**config.mk**
```make
export PLATFORM = sky130hd
export DESIGN_NAME = tga_rle_pixel_decoder_core_flat
export DESIGN_NICKNAME = d
export VERILOG_FILES = /design/src/rtl/core/trle_pkg.sv /design/src/rtl/core/trle_byte_if.sv /design/src/rtl/core/trle_pix_if.sv /design/src/rtl/core/tga_rle_pixel_decoder_core.sv /design/src/flat_wrapper.sv
export SDC_FILE = /design/constraint.sdc
export NUM_CORES = 1
export LEC_CHECK = 0
export ABC_CLOCK_PERIOD_IN_PS = 34700
export BUFFER_PORTS_ARGS = -buffer_cell sky130_fd_sc_hd__buf_2
export CAP_MARGIN = 20
export CELL_PAD_IN_SITES_DETAIL_PLACEMENT = 0
export CELL_PAD_IN_SITES_GLOBAL_PLACEMENT = 2
export CORE_MARGIN = 3
export CORE_UTILIZATION = 43
export DETAILED_ROUTE_END_ITERATION = 10
export PLACE_DENSITY = 0.95
export SLEW_MARGIN = 20
export SYNTH_ARGS = -nofsm -noshare
export SYNTH_HDL_FRONTEND = slang
export SYNTH_SLANG_ARGS = --single-unit
```
**constraint.sdc**
```tcl
create_clock -name clk -period 34.7 [get_ports clk]
set_clock_uncertainty 0.1 [all_clocks]
set_input_delay 6.94 -clock clk [delete_from_list [all_inputs] [get_ports clk]]
set_output_delay 6.94 -clock clk [all_outputs]
set_load 0.02 [all_outputs]
```
**src/rtl/core/trle_pkg.sv**
```systemverilog
package trle_pkg;

  // Payload widths
  localparam int DATA_W    = 8;
  localparam int INDEX_W   = 24;
  localparam int VALUE_W   = 32;
  localparam int COUNT_W   = 8;

  // Configuration port
  localparam int CFG_W     = 13;
  localparam int CFG_IDX_W = 3;

  localparam logic [CFG_IDX_W-1:0] REG_IMAGE_WIDTH    = 3'd0;
  localparam logic [CFG_IDX_W-1:0] REG_IMAGE_HEIGHT   = 3'd1;
  localparam logic [CFG_IDX_W-1:0] REG_PIXEL_BYTES    = 3'd2;
  localparam logic [CFG_IDX_W-1:0] REG_RLE_MODE       = 3'd3;
  localparam logic [CFG_IDX_W-1:0] REG_ROWS_TOP_FIRST = 3'd4;

  localparam int PB_W = 3;
  localparam logic [PB_W-1:0] PIXEL_BYTES_3 = 3'd3;
  localparam logic [PB_W-1:0] PIXEL_BYTES_4 = 3'd4;

  // Packet header fields
  localparam int RUN_FLAG_BIT = 7;
  localparam int RUN_LEN_W    = 7;

  localparam logic [VALUE_W-1:0] ACCUM_INIT = 32'hFFFF_FFFF;

endpackage

```
**src/rtl/core/trle_byte_if.sv**
```systemverilog
interface trle_byte_if;
  import trle_pkg::*;

  logic              valid;
  logic              ready;
  logic [DATA_W-1:0] data_byte;
  logic              start_of_image;

  modport source (output valid, output data_byte, output start_of_image, input ready);
  modport sink   (input valid, input data_byte, input start_of_image, output ready);
endinterface

```
**src/rtl/core/trle_pix_if.sv**
```systemverilog
interface trle_pix_if;
  import trle_pkg::*;

  logic               valid;
  logic               ready;
  logic [INDEX_W-1:0] pixel_index;
  logic [VALUE_W-1:0] pixel_value;
  logic [COUNT_W-1:0] pixel_count;
  logic               image_done;
  logic               overrun;

  modport source (output valid, output pixel_index, output pixel_value, output pixel_count,
                  output image_done, output overrun, input ready);
  modport sink   (input valid, input pixel_index, input pixel_value, input pixel_count,
                  input image_done, input overrun, output ready);
endinterface

```
**src/rtl/core/tga_rle_pixel_decoder_core.sv**
```systemverilog
// Channel     Dir  Payload                                              Transaction
// ----------  ---  ---------------------------------------------------  ----------------
// byte_in     in   data_byte[7:0], start_of_image                       valid && ready
// pixel_out   out  pixel_index[23:0], pixel_value[31:0], pixel_count,   valid && ready
//                  image_done, overrun
// cfg_*       in   cfg_index[2:0], cfg_data[12:0]                       cfg_we
//
// One byte per cycle sustained while the output register is free or being taken. A byte
// sits in the input register, is decoded there against the packet/position state, and a
// result lands in the output register. The decode step holds while the output
// register is full and not being taken; byte_in.ready drops only then. rst is
// synchronous: it clears position/packet state and puts the header registers back to
// width 1, height 1, 4 bytes per pixel, raw mode, bottom-first rows.
module tga_rle_pixel_decoder_core #(
  parameter int MAX_DIM = 4096
) (
  input  logic                           clk,
  input  logic                           rst,
  input  logic                           cfg_we,
  input  logic [trle_pkg::CFG_IDX_W-1:0] cfg_index,
  input  logic [trle_pkg::CFG_W-1:0]     cfg_data,
  trle_byte_if.sink                      byte_in,
  trle_pix_if.source                     pixel_out
);
  import trle_pkg::*;

  localparam int DW  = $clog2(MAX_DIM + 1);    // clamped width/height, row
  localparam int CLW = $clog2(MAX_DIM + 256);  // column can run past the row end
  localparam int TW  = 2 * DW;                 // width*height
  localparam int XW  = 2 * DW + 1;             // row base + column

  // ---------------- header registers ----------------
  logic [CFG_W-1:0] cfg_width, cfg_height;
  logic [PB_W-1:0]  cfg_pixel_bytes;
  logic             cfg_rle, cfg_top_first;

  always_ff @(posedge clk) begin
    if (rst) begin
      cfg_width       <= CFG_W'(1);
      cfg_height      <= CFG_W'(1);
      cfg_pixel_bytes <= PIXEL_BYTES_4;
      cfg_rle         <= 1'b0;
      cfg_top_first   <= 1'b0;
    end else if (cfg_we) begin
      case (cfg_index)
        REG_IMAGE_WIDTH:    cfg_width       <= cfg_data;
        REG_IMAGE_HEIGHT:   cfg_height      <= cfg_data;
        REG_PIXEL_BYTES:    cfg_pixel_bytes <= cfg_data[PB_W-1:0];
        REG_RLE_MODE:       cfg_rle         <= cfg_data[0];
        REG_ROWS_TOP_FIRST: cfg_top_first   <= cfg_data[0];
        default: ;
      endcase
    end
  end

  // dimensions saturate to 1..MAX_DIM
  function automatic logic [DW-1:0] clamp_dim(input logic [CFG_W-1:0] v);
    logic [31:0] v32;
    v32 = 32'(v);
    if (v32 == 32'd0) return DW'(1);
    if (v32 > 32'(MAX_DIM)) return DW'(MAX_DIM);
    return DW'(v32);
  endfunction

  logic [DW-1:0] w_dim, h_dim;
  logic [TW-1:0] total;

  assign w_dim = clamp_dim(cfg_width);
  assign h_dim = clamp_dim(cfg_height);

  // Image size is only needed for clipping; config is static around a decode, so a
  // registered product keeps this multiplier off the decode path.
  always_ff @(posedge clk) begin
    total <= TW'(w_dim) * TW'(h_dim);
  end

  // ---------------- input register ----------------
  logic              st_valid;
  logic [DATA_W-1:0] st_byte;
  logic              st_sof;
  logic              adv;

  assign adv           = st_valid && (!pixel_out.valid || pixel_out.ready);
  assign byte_in.ready = !st_valid || adv;

  always_ff @(posedge clk) begin
    if (rst) begin
      st_valid <= 1'b0;
    end else if (byte_in.ready) begin
      st_valid <= byte_in.valid;
    end
  end

  always_ff @(posedge clk) begin
    if (byte_in.valid && byte_in.ready) begin
      st_byte <= byte_in.data_byte;
      st_sof  <= byte_in.start_of_image;
    end
  end

  // ---------------- decode state ----------------
  logic               expect_header, packet_is_run, finished;
  logic [COUNT_W-1:0] packet_left;
  logic [1:0]         byte_index;
  logic [VALUE_W-1:0] pixel_accum;
  logic [CLW-1:0]     column;
  logic [DW-1:0]      row;

  logic               expect_header_next, packet_is_run_next, finished_next;
  logic [COUNT_W-1:0] packet_left_next;
  logic [1:0]         byte_index_next;
  logic [VALUE_W-1:0] pixel_accum_next;
  logic [CLW-1:0]     column_next;
  logic [DW-1:0]      row_next;

  // state as seen by this byte, after an optional start-of-image clear
  logic               eh_c, run_c, fin_c;
  logic [COUNT_W-1:0] left_c;
  logic [1:0]         bi_c;
  logic [VALUE_W-1:0] accum_c;
  logic [CLW-1:0]     col_c;
  logic [DW-1:0]      row_c;

  logic               emit, last_byte, pkt_done, res_done, res_over;
  logic [VALUE_W-1:0] accum_new;
  logic [COUNT_W-1:0] count, put;
  logic [DW-1:0]      row_sel;
  logic [TW-1:0]      base;
  logic [XW-1:0]      index_full, remain;
  logic [CLW-1:0]     col_sum;

  always_comb begin
    eh_c    = st_sof ? 1'b1 : expect_header;
    run_c   = st_sof ? 1'b0 : packet_is_run;
    fin_c   = st_sof ? 1'b0 : finished;
    left_c  = st_sof ? '0 : packet_left;
    bi_c    = st_sof ? '0 : byte_index;
    accum_c = st_sof ? ACCUM_INIT : pixel_accum;
    col_c   = st_sof ? '0 : column;
    row_c   = st_sof ? '0 : row;

    expect_header_next = eh_c;
    packet_is_run_next = run_c;
    finished_next      = fin_c;
    packet_left_next   = left_c;
    byte_index_next    = bi_c;
    pixel_accum_next   = accum_c;
    column_next        = col_c;
    row_next           = row_c;

    // byte lands in its lane, little-endian
    for (int i = 0; i < 4; i++) begin
      accum_new[8*i +: 8] = (bi_c == 2'(i)) ? st_byte : accum_c[8*i +: 8];
    end
    last_byte = (cfg_pixel_bytes == PIXEL_BYTES_3) ? (bi_c >= 2'd2) : (bi_c == 2'd3);

    // run takes the whole remaining count; a literal pixel counts one
    count = COUNT_W'(1);
    if (cfg_rle) begin
      if (run_c && left_c != '0) begin
        count = left_c;
      end
    end

    row_sel    = cfg_top_first ? row_c : DW'(h_dim - row_c - DW'(1));
    base       = TW'(row_sel) * TW'(w_dim);
    index_full = XW'(base) + XW'(col_c);
    remain     = XW'(total) - index_full;
    put        = count;
    res_over   = 1'b0;
    if (index_full >= XW'(total)) begin
      put      = '0;
      res_over = 1'b1;
    end else if (XW'(count) > remain) begin
      put      = COUNT_W'(remain);
      res_over = 1'b1;
    end

    col_sum  = col_c + CLW'(count);
    emit     = 1'b0;
    pkt_done = 1'b0;
    res_done = 1'b0;

    if (!fin_c) begin
      if (row_c >= h_dim) begin
        // height shrank under us: quietly finished
        finished_next = 1'b1;
      end else if (cfg_rle && eh_c) begin
        packet_is_run_next = st_byte[RUN_FLAG_BIT];
        packet_left_next   = COUNT_W'(st_byte[RUN_LEN_W-1:0]) + COUNT_W'(1);
        expect_header_next = 1'b0;
        byte_index_next    = '0;
        pixel_accum_next   = ACCUM_INIT;
      end else if (!last_byte) begin
        byte_index_next  = bi_c + 2'd1;
        pixel_accum_next = accum_new;
      end else begin
        emit             = 1'b1;
        byte_index_next  = '0;
        pixel_accum_next = ACCUM_INIT;
        if (cfg_rle) begin
          if (run_c && left_c != '0) begin
            packet_left_next = '0;
          end else if (left_c != '0) begin
            packet_left_next = left_c - COUNT_W'(1);
          end
          if (packet_left_next == '0) begin
            expect_header_next = 1'b1;
          end
        end
        pkt_done    = !cfg_rle || expect_header_next;
        column_next = col_sum;
        // excess past the row end is dropped, not carried
        if (pkt_done && col_sum >= CLW'(w_dim)) begin
          column_next = '0;
          row_next    = row_c + DW'(1);
          if (row_next >= h_dim) begin
            finished_next = 1'b1;
            res_done      = 1'b1;
          end
        end
      end
    end
  end

  always_ff @(posedge clk) begin
    if (rst) begin
      expect_header <= 1'b1;
      packet_is_run <= 1'b0;
      finished      <= 1'b0;
      packet_left   <= '0;
      byte_index    <= '0;
      pixel_accum   <= ACCUM_INIT;
      column        <= '0;
      row           <= '0;
    end else if (adv) begin
      expect_header <= expect_header_next;
      packet_is_run <= packet_is_run_next;
      finished      <= finished_next;
      packet_left   <= packet_left_next;
      byte_index    <= byte_index_next;
      pixel_accum   <= pixel_accum_next;
      column        <= column_next;
      row           <= row_next;
    end
  end

  // ---------------- result register ----------------
  always_ff @(posedge clk) begin
    if (rst) begin
      pixel_out.valid <= 1'b0;
    end else if (adv && emit) begin
      pixel_out.valid <= 1'b1;
    end else if (pixel_out.ready) begin
      pixel_out.valid <= 1'b0;
    end
  end

  always_ff @(posedge clk) begin
    if (adv && emit) begin
      pixel_out.pixel_index <= INDEX_W'(index_full);
      pixel_out.pixel_value <= accum_new;
      pixel_out.pixel_count <= put;
      pixel_out.image_done  <= res_done;
      pixel_out.overrun     <= res_over;
    end
  end

endmodule

```
**src/flat_wrapper.sv**
```systemverilog
// flat-port wrapper written by rule: the top's interface ports become plain ports
module tga_rle_pixel_decoder_core_flat import trle_pkg::*;
#(
  parameter int MAX_DIM = 4096
)
  (clk, rst, cfg_we, cfg_index, cfg_data, byte_in_valid, byte_in_data_byte, byte_in_start_of_image, byte_in_ready, pixel_out_valid, pixel_out_pixel_index, pixel_out_pixel_value, pixel_out_pixel_count, pixel_out_image_done, pixel_out_overrun, pixel_out_ready);
  trle_byte_if byte_in_i ();
  trle_pix_if pixel_out_i ();
  input  logic clk;
  input  logic rst;
  input  logic cfg_we;
  input  logic [trle_pkg::CFG_IDX_W-1:0] cfg_index;
  input  logic [trle_pkg::CFG_W-1:0] cfg_data;
  input wire logic [$bits(byte_in_i.valid)-1:0] byte_in_valid;
  input wire logic [$bits(byte_in_i.data_byte)-1:0] byte_in_data_byte;
  input wire logic [$bits(byte_in_i.start_of_image)-1:0] byte_in_start_of_image;
  output wire logic [$bits(byte_in_i.ready)-1:0] byte_in_ready;
  output wire logic [$bits(pixel_out_i.valid)-1:0] pixel_out_valid;
  output wire logic [$bits(pixel_out_i.pixel_index)-1:0] pixel_out_pixel_index;
  output wire logic [$bits(pixel_out_i.pixel_value)-1:0] pixel_out_pixel_value;
  output wire logic [$bits(pixel_out_i.pixel_count)-1:0] pixel_out_pixel_count;
  output wire logic [$bits(pixel_out_i.image_done)-1:0] pixel_out_image_done;
  output wire logic [$bits(pixel_out_i.overrun)-1:0] pixel_out_overrun;
  input wire logic [$bits(pixel_out_i.ready)-1:0] pixel_out_ready;
  assign byte_in_i.valid = byte_in_valid;
  assign byte_in_i.data_byte = byte_in_data_byte;
  assign byte_in_i.start_of_image = byte_in_start_of_image;
  assign byte_in_ready = byte_in_i.ready;
  assign pixel_out_valid = pixel_out_i.valid;
  assign pixel_out_pixel_index = pixel_out_i.pixel_index;
  assign pixel_out_pixel_value = pixel_out_i.pixel_value;
  assign pixel_out_pixel_count = pixel_out_i.pixel_count;
  assign pixel_out_image_done = pixel_out_i.image_done;
  assign pixel_out_overrun = pixel_out_i.overrun;
  assign pixel_out_i.ready = pixel_out_ready;
  tga_rle_pixel_decoder_core #(.MAX_DIM(MAX_DIM)) u_core (.clk(clk), .rst(rst), .cfg_we(cfg_we), .cfg_index(cfg_index), .cfg_data(cfg_data), .byte_in(byte_in_i), .pixel_out(pixel_out_i));
endmodule
```
==> results.toml, run 1 <==
[routing]
drtIter0Drc = 1235
first_pass_iters = 5
drc = 0
vias_per_cell = 5.562
vias = 19610
wirelength_mm = 68.29
drt-wirelength-per-cell_um = 19.37
postRouteAntennaNets = 0

[synthesis]
yosysWarnings = 0
async_reset_ff_share_pct = 0
yosysMostFrequentCell = "nand2_1"
ys.flop_type = "dfxtp_1"
synth_top_cell_area_share_pct = 21.65
synthTopCellsByCount = "nand2_1, inv_1, nor2_1"
ys_seq_elements = 205
yosysSeqAreaShare_pct = 20.59
yosys.area.top_type = "fa_1"
synthCells = 2765
syn-cell-area_um2 = 23570
avgSynthCellArea_um2 = 8.526
synth-edff-count = 75
synthTopCellsByArea = "fa_1, ha_1, dfxtp_1"
ys_types = 85
synth_fp_nets = 3313

[finish]
final_nets = 3358
fillers = 5320
diodes = 0
drive_gt1_share_pct = 7.067
fin_cells = 3526
area_delta_synth_final_pct = 8.922

[setup_path]
critPathKind = "primary input to output pin"
rr_worst_depth = 50
crit_arrival_ns = 7.39
crit_family = "buffers and inverters"
r2r_slack_ns = 20.98
required_ns = 27.66
worstPathMaxFanout = 3
worstSetupEndpointType = "output pin"
reg2reg_to = "u_core.pixel_out.pixel_count[5]"
crit_buf_inv = 2
endpoint = "byte_in_ready"
max_stage_delay_ns = 0.18
startpoint = "pixel_out_ready"
crit_chain = "buf_2 > nand3b_1 > buf_2"
r2r_start = "u_core.cfg_height[12]"
cp_slowest_cell = "buf_2"
cp_common_cell = "buf_2"
startpoint_type = "primary input"
path_depth = 3

[die]
start_util_pct = 43.63
die_height_um = 240.1
die-area_um2 = 57670
die_w_um = 240.1
io-pin-count = 98
rows = 85
fp.coreArea_um2 = 54030

[clocking]
cts_htree_levels = 1
clockBufferDepth = 3
post_cts_resized = 0
cts_tree = "yes"
ctsHoldBuffers = 0
ctsRootBufferMaster = "clkbuf_16"
clk_latency_ns = 0.58
cts_num_sinks = 205
clk_pin_slew_worst_paths_ns = 0.06
postCtsSetupRepairBufs = 0
tritoncts.num_buffers = 26

[outcome]
outcome = "finished clean"

[global_route]
grt_pass1_vias = 20220
met3_usage_pct = 3.854
grt_max_degree = 68
grt_use_met2_pct = 39.82
antenna_found_initial = 0
track_usage_pct = 24.15
grt_overflow = 0
grt_pass1_wl_mm = 110.0
busiest_layer = "met2"
grtUsageMet1_pct = 32.65

[timing]
slew_headroom_pct = 25.50
setup_viol = 0
setup_ws_ns = 20.27
rsz0062_at_grt = "no"
fin_crit_ns = 14.43
period_share_pct = 41.59
slew_violations = 0
setup-tns-final_ns = 0
final_hold_viol_count = 0
max_freq_ghz = 0.06929
holdWs_ns = 0.3592
tightest_slew_ns = 1.115

[hold_path]
min_from = "u_core.column[5]"
hp-class = "flop to flop"

[placed_design]
numPortBuffers = 97
dp.cells = 3478
dp_hpwl_mm = 53.60
gp_congestion = 0.8810
pre_cts_ws_ns = 20.27

[power_and_ir_drop]
vdd_ir_drop_max_mv = 0.03251
power_mw = 0.7267
p_leak_nw = 11.94
cellPowerDensity_nw_per_um2 = 28.30

[flow_run]
max_cap_viol_count = 0
==> registers in the layout, summed over array words and instances (netlist names), 8 cells and up <==
| name | count |
|---|---|
| u_core.pixel_out.pixel_count | 8 |
| u_core.st_byte | 8 |
| u_core.total | 26 |
| u_core.packet_left | 8 |
| u_core.cfg_width | 13 |
| u_core.row | 13 |
| u_core.pixel_out.pixel_value | 32 |
| u_core.pixel_out.pixel_index | 24 |
| u_core.cfg_height | 13 |
| u_core.pixel_accum | 32 |
| u_core.column | 13 |
==> area by class of cell <==
type                            count  area (um2)  area share, %
Multi-Input combinational cell   2047       16800          65.43
Sequential cell                   205        4855          18.91
Inverter                          399        1498          5.833
Tap cell                          696       870.8          3.391
Timing Repair Buffer              131       740.7          2.885
Clock buffer                       31       720.7          2.807
Clock inverter                     17       192.7         0.7504
==> report_power, final <==
part           total (mW)  switching (mW)  internal, mW
Combinational       0.180           0.118        0.0625
Sequential          0.258         0.00468         0.254
Clock               0.288           0.116         0.172
==> stage by stage <==
step / instance area (um2) / utilization (%)
after global placement: 24760 / 45.83
after global routing: 25680 / 47.53
after floorplan: 23570 / -
after detailed placement: 24760 / 45.83
after CTS: 25670 / 47.52
final: 25680 / 47.53
==> kinds of logic after synthesis <==
| group | after synthesis | synth area share, % |
|---|---|---|
| mux | 17 | 0.7484 |
| flops | 205 | 20.59 |
| simple gates | 925 | 17.25 |
| xor+xnor | 91 | 3.439 |
| buf+inv | 513 | 8.211 |
| compound gates | 495 | 14.10 |
| fa+ha+maj | 519 | 35.66 |
==> metal layers <==
metal | vias up | routed length (um)
met5 | - | 0
met4 | 0 | 2291
met3 | 123 | 4408
met2 | 603 | 31350
met1 | 9643 | 30250
li1 | 9243 | -
==> worst min-delay path, cell delays in order (launching register included) <==
cell and delay [ns]:
dfxtp_1 0.31, nand2_1 0.05, a21oi_1 0.05
==> worst min path at each step <==
stage | to | slack [ns] | depth (start not counted)
final | u_core.column[5] | 0.36 | 2
after global routing | u_core.column[5] | 0.38 | 2
after CTS | u_core.column[5] | 0.36 | 2
after detailed placement | u_core.column[5] | 0.35 | 2
after global placement | u_core.cfg_pixel_bytes[2] | 0.35 | 2
after floorplan | u_core.cfg_pixel_bytes[2] | 0.33 | 2
==> cells in the final DEF, fill, tap and decap left out, drive strengths merged, types with 10 or more instances in the layout <==
| master | Yosys | final |
|---|---|---|
| a211oi | 18 | 18 |
| a22oi | 14 | 14 |
| inv | 397 | 401 |
| xnor2 | 61 | 61 |
| o32ai | 34 | 34 |
| nor2 | 280 | 280 |
| nor2b | 56 | 56 |
| nor4 | 12 | 12 |
| o21a | 32 | 32 |
| clkinv | 2 | 11 |
| edfxtp | 75 | 75 |
| o21bai | 24 | 24 |
| fa | 255 | 255 |
| nor3 | 24 | 24 |
| mux2i | 12 | 12 |
| nand4 | 25 | 25 |
| nand3 | 33 | 33 |
| and2 | 16 | 16 |
| nand2 | 399 | 399 |
| clkbuf | 92 | 31 |
| or3 | 12 | 12 |
| dfxtp | 130 | 130 |
| a31oi | 17 | 17 |
| a21oi | 123 | 123 |
| ha | 263 | 263 |
| a211o | 10 | 10 |
| o211ai | 16 | 16 |
| nand2b | 23 | 23 |
| buf | 22 | 131 |
| xor2 | 29 | 29 |
| o21ai | 102 | 102 |
| and3 | 15 | 15 |
| a21o | 40 | 40 |
Note: power is estimated with default switching activity, not from simulation.
==> inputs of run 2 (changes only) <==
Settings changed: ABC_AREA set to 1, ABC_CLOCK_PERIOD_IN_PS 34700 to 11800, CORE_UTILIZATION 43 to 35, PLACE_DENSITY 0.95 to 0.86.
Clock period 34.7 ns to 11.8 ns, I/O delays scaled along.
==> run 2 against run 1 <==
Net effect: final area rose by 4.3%; synthesized cell count rose by 13%; register-to-register slack worse by 20 ns; wire length increased by 9.5%; die area increased by 25%; clock-buffer cell count is 2 higher; sequential share of layout area down 0.78 points; flip-flop and latch count stayed put; worst setup slack worse by 19 ns; critical path depth up 45; global-route usage fell by 3.1 points; combinational power grew to 5.9 times the previous value; highest routed layer unchanged.
==> results.toml, run 2 <==
[global_route]
track_usage_pct = 21.05
grt_pass1_vias = 20730
grt_pass1_wl_mm = 118.5
grt_overflow = 0
grt_max_degree = 62
antenna_found_initial = 0

[timing]
final_hold_viol_count = 0
period_share_pct = 91.72
setup-tns-final_ns = 0
holdWs_ns = 0.3600
rsz0062_at_grt = "no"
tightest_slew_ns = 1.046
setup_viol = 0
slew_headroom_pct = 29.83
slew_violations = 0
fin_crit_ns = 10.82
max_freq_ghz = 0.09240

[synthesis]
ys_seq_elements = 205
synth-edff-count = 75
synth_fp_nets = 3683
yosysWarnings = 0
syn-cell-area_um2 = 24190
yosysMostFrequentCell = "nand2_1"
avgSynthCellArea_um2 = 7.716
synthTopCellsByArea = "fa_1, ha_1, dfxtp_1"
ys_types = 55
ys.flop_type = "dfxtp_1"
synthCells = 3135
yosys.area.top_type = "fa_1"
async_reset_ff_share_pct = 0
synth_top_cell_area_share_pct = 21.10
yosysSeqAreaShare_pct = 20.07
synthTopCellsByCount = "nand2_1, inv_1, nor2_1"

[clocking]
cts_tree = "yes"
cts_htree_levels = 1
ctsRootBufferMaster = "clkbuf_16"
clk_latency_ns = 0.58
ctsHoldBuffers = 0
cts_num_sinks = 205
clockBufferDepth = 3
clk_pin_slew_worst_paths_ns = 0.06
postCtsSetupRepairBufs = 0
tritoncts.num_buffers = 27
post_cts_resized = 0

[flow_run]
max_cap_viol_count = 0

[finish]
fin_util_pct = 39.46
area_delta_synth_final_pct = 10.70
diodes = 0
final_nets = 3758
reg.largest.list = "u_core.pixel_accum x32, u_core.pixel_out.pixel_value x32, u_core.total x26"
drive_gt1_share_pct = 8.295
layout_common_cells = "nand2_1, inv_1, nor2_1"
final_common_cell = "nand2_1"
fillers = 7170

[die]
io-pin-count = 98
die_height_um = 268.9
start_util_pct = 35.64
rows = 95
die_w_um = 268.9
fp.coreArea_um2 = 67870
die-area_um2 = 72310

[placed_design]
numPortBuffers = 97
dp_hpwl_mm = 58.86
gp_congestion = 0.8529

[routing]
postRouteAntennaNets = 0
drc = 0
vias = 20570
vias_per_cell = 4.955
drt-wirelength-per-cell_um = 18.00
first_pass_iters = 5
wirelength_mm = 74.75
drtIter0Drc = 1359

[setup_path]
critPathKind = "flop to flop"
cp_common_cell = "inv_1"
crit_arrival_ns = 11.06
worstPathMaxFanout = 13
required_ns = 12.03
cp_slowest_cell = "fa_1"
crit_family = "adder cells"
startpoint_type = "flop"
max_stage_delay_ns = 0.56
worstSetupEndpointType = "flop"
crit_buf_inv = 10

[outcome]
outcome = "finished clean"

[power_and_ir_drop]
cellPowerDensity_nw_per_um2 = 101.8
vdd_ir_drop_max_mv = 0.09940
p_leak_nw = 13.17

[hold_path]
hp-class = "flop to flop"
run 2: cell types whose count changed after synthesis, moves of 30 or more:
cell     previous run  this run
xor2_1             29        63
a21o_1             40         4
nor2b_1            56         0
nor3_1             24        54
a21oi_1           122       224
o21ai_0            94       208
nand2_1           399       569
nand3_1            33        75
o32ai_1            34         0
inv_1             397       560
xnor2_1            61        23
run 2: path summary, 6_finish.rpt:
kind,start,to,slack (ns),cells past startpoint
max,u_core.cfg_height[8],u_core.pixel_out.pixel_count[3],0.98,48
min,u_core.pixel_accum[29],u_core.pixel_accum[29],0.36,2
max reg2reg,u_core.cfg_height[8],u_core.pixel_out.pixel_count[3],0.98,48
min reg2reg,u_core.pixel_accum[29],u_core.pixel_accum[29],0.36,2
run 2: area by class of cell:
cell class / count / area [um2] / share of cell area [%]
clock buffers: 33 / 698.2 / 2.607
clock inverters: 17 / 236.5 / 0.8831
inverters: 584 / 2192 / 8.186
multi-input cells: 2248 / 16790 / 62.69
flip-flops and latches: 205 / 4855 / 18.13
well taps: 921 / 1152 / 4.303
repair buffers: 144 / 858.3 / 3.205
run 2: through the flow:
step	instances	setup WS (ns)	area, um2	power (mW)
2_1_floorplan	3135	2.088	24190	1.553
3_3_place_gp	4101	1.165	25810	1.857
3_5_place_dp	4101	0.9455	25810	1.853
4_1_cts	4151	0.9015	26740	2.749
5_1_grt	4152	0.01359	26780	2.927
6_report	4152	0.9769	26780	2.726
run 2: power breakdown:
| group | internal, mW | total (mW) | switching, mW |
|---|---|---|---|
| clock | 0.533 | 0.882 | 0.349 |
| combinational | 0.344 | 1.06 | 0.716 |
| sequential | 0.768 | 0.784 | 0.0154 |
| total | 1.65 | 2.73 | 1.08 |
run 2: kinds of logic after synthesis:
group | Yosys count | share of synthesized area (%)
AND/OR/NAND/NOR | 1103 | 19.28
buffers and inverters | 682 | 10.62
AO/OA/AOI/OAI | 541 | 12.21
adder cells (fa/ha/maj) | 518 | 34.71
flip-flops | 205 | 20.07
XOR/XNOR | 86 | 3.114
run 2: layer usage:
layer | part of all wire (%) | track usage [%]
met2 | 44 | 33.35
met3 | 5.9 | 3.714
met5 | 0 | 0
met1 | 47 | 29.70
met4 | 2.8 | 5.482
run 2: tightest hold or removal path: stages (launching register included):
cell and delay, ns:
dfxtp_1 0.32, a21oi_1 0.06, o21ai_0 0.05
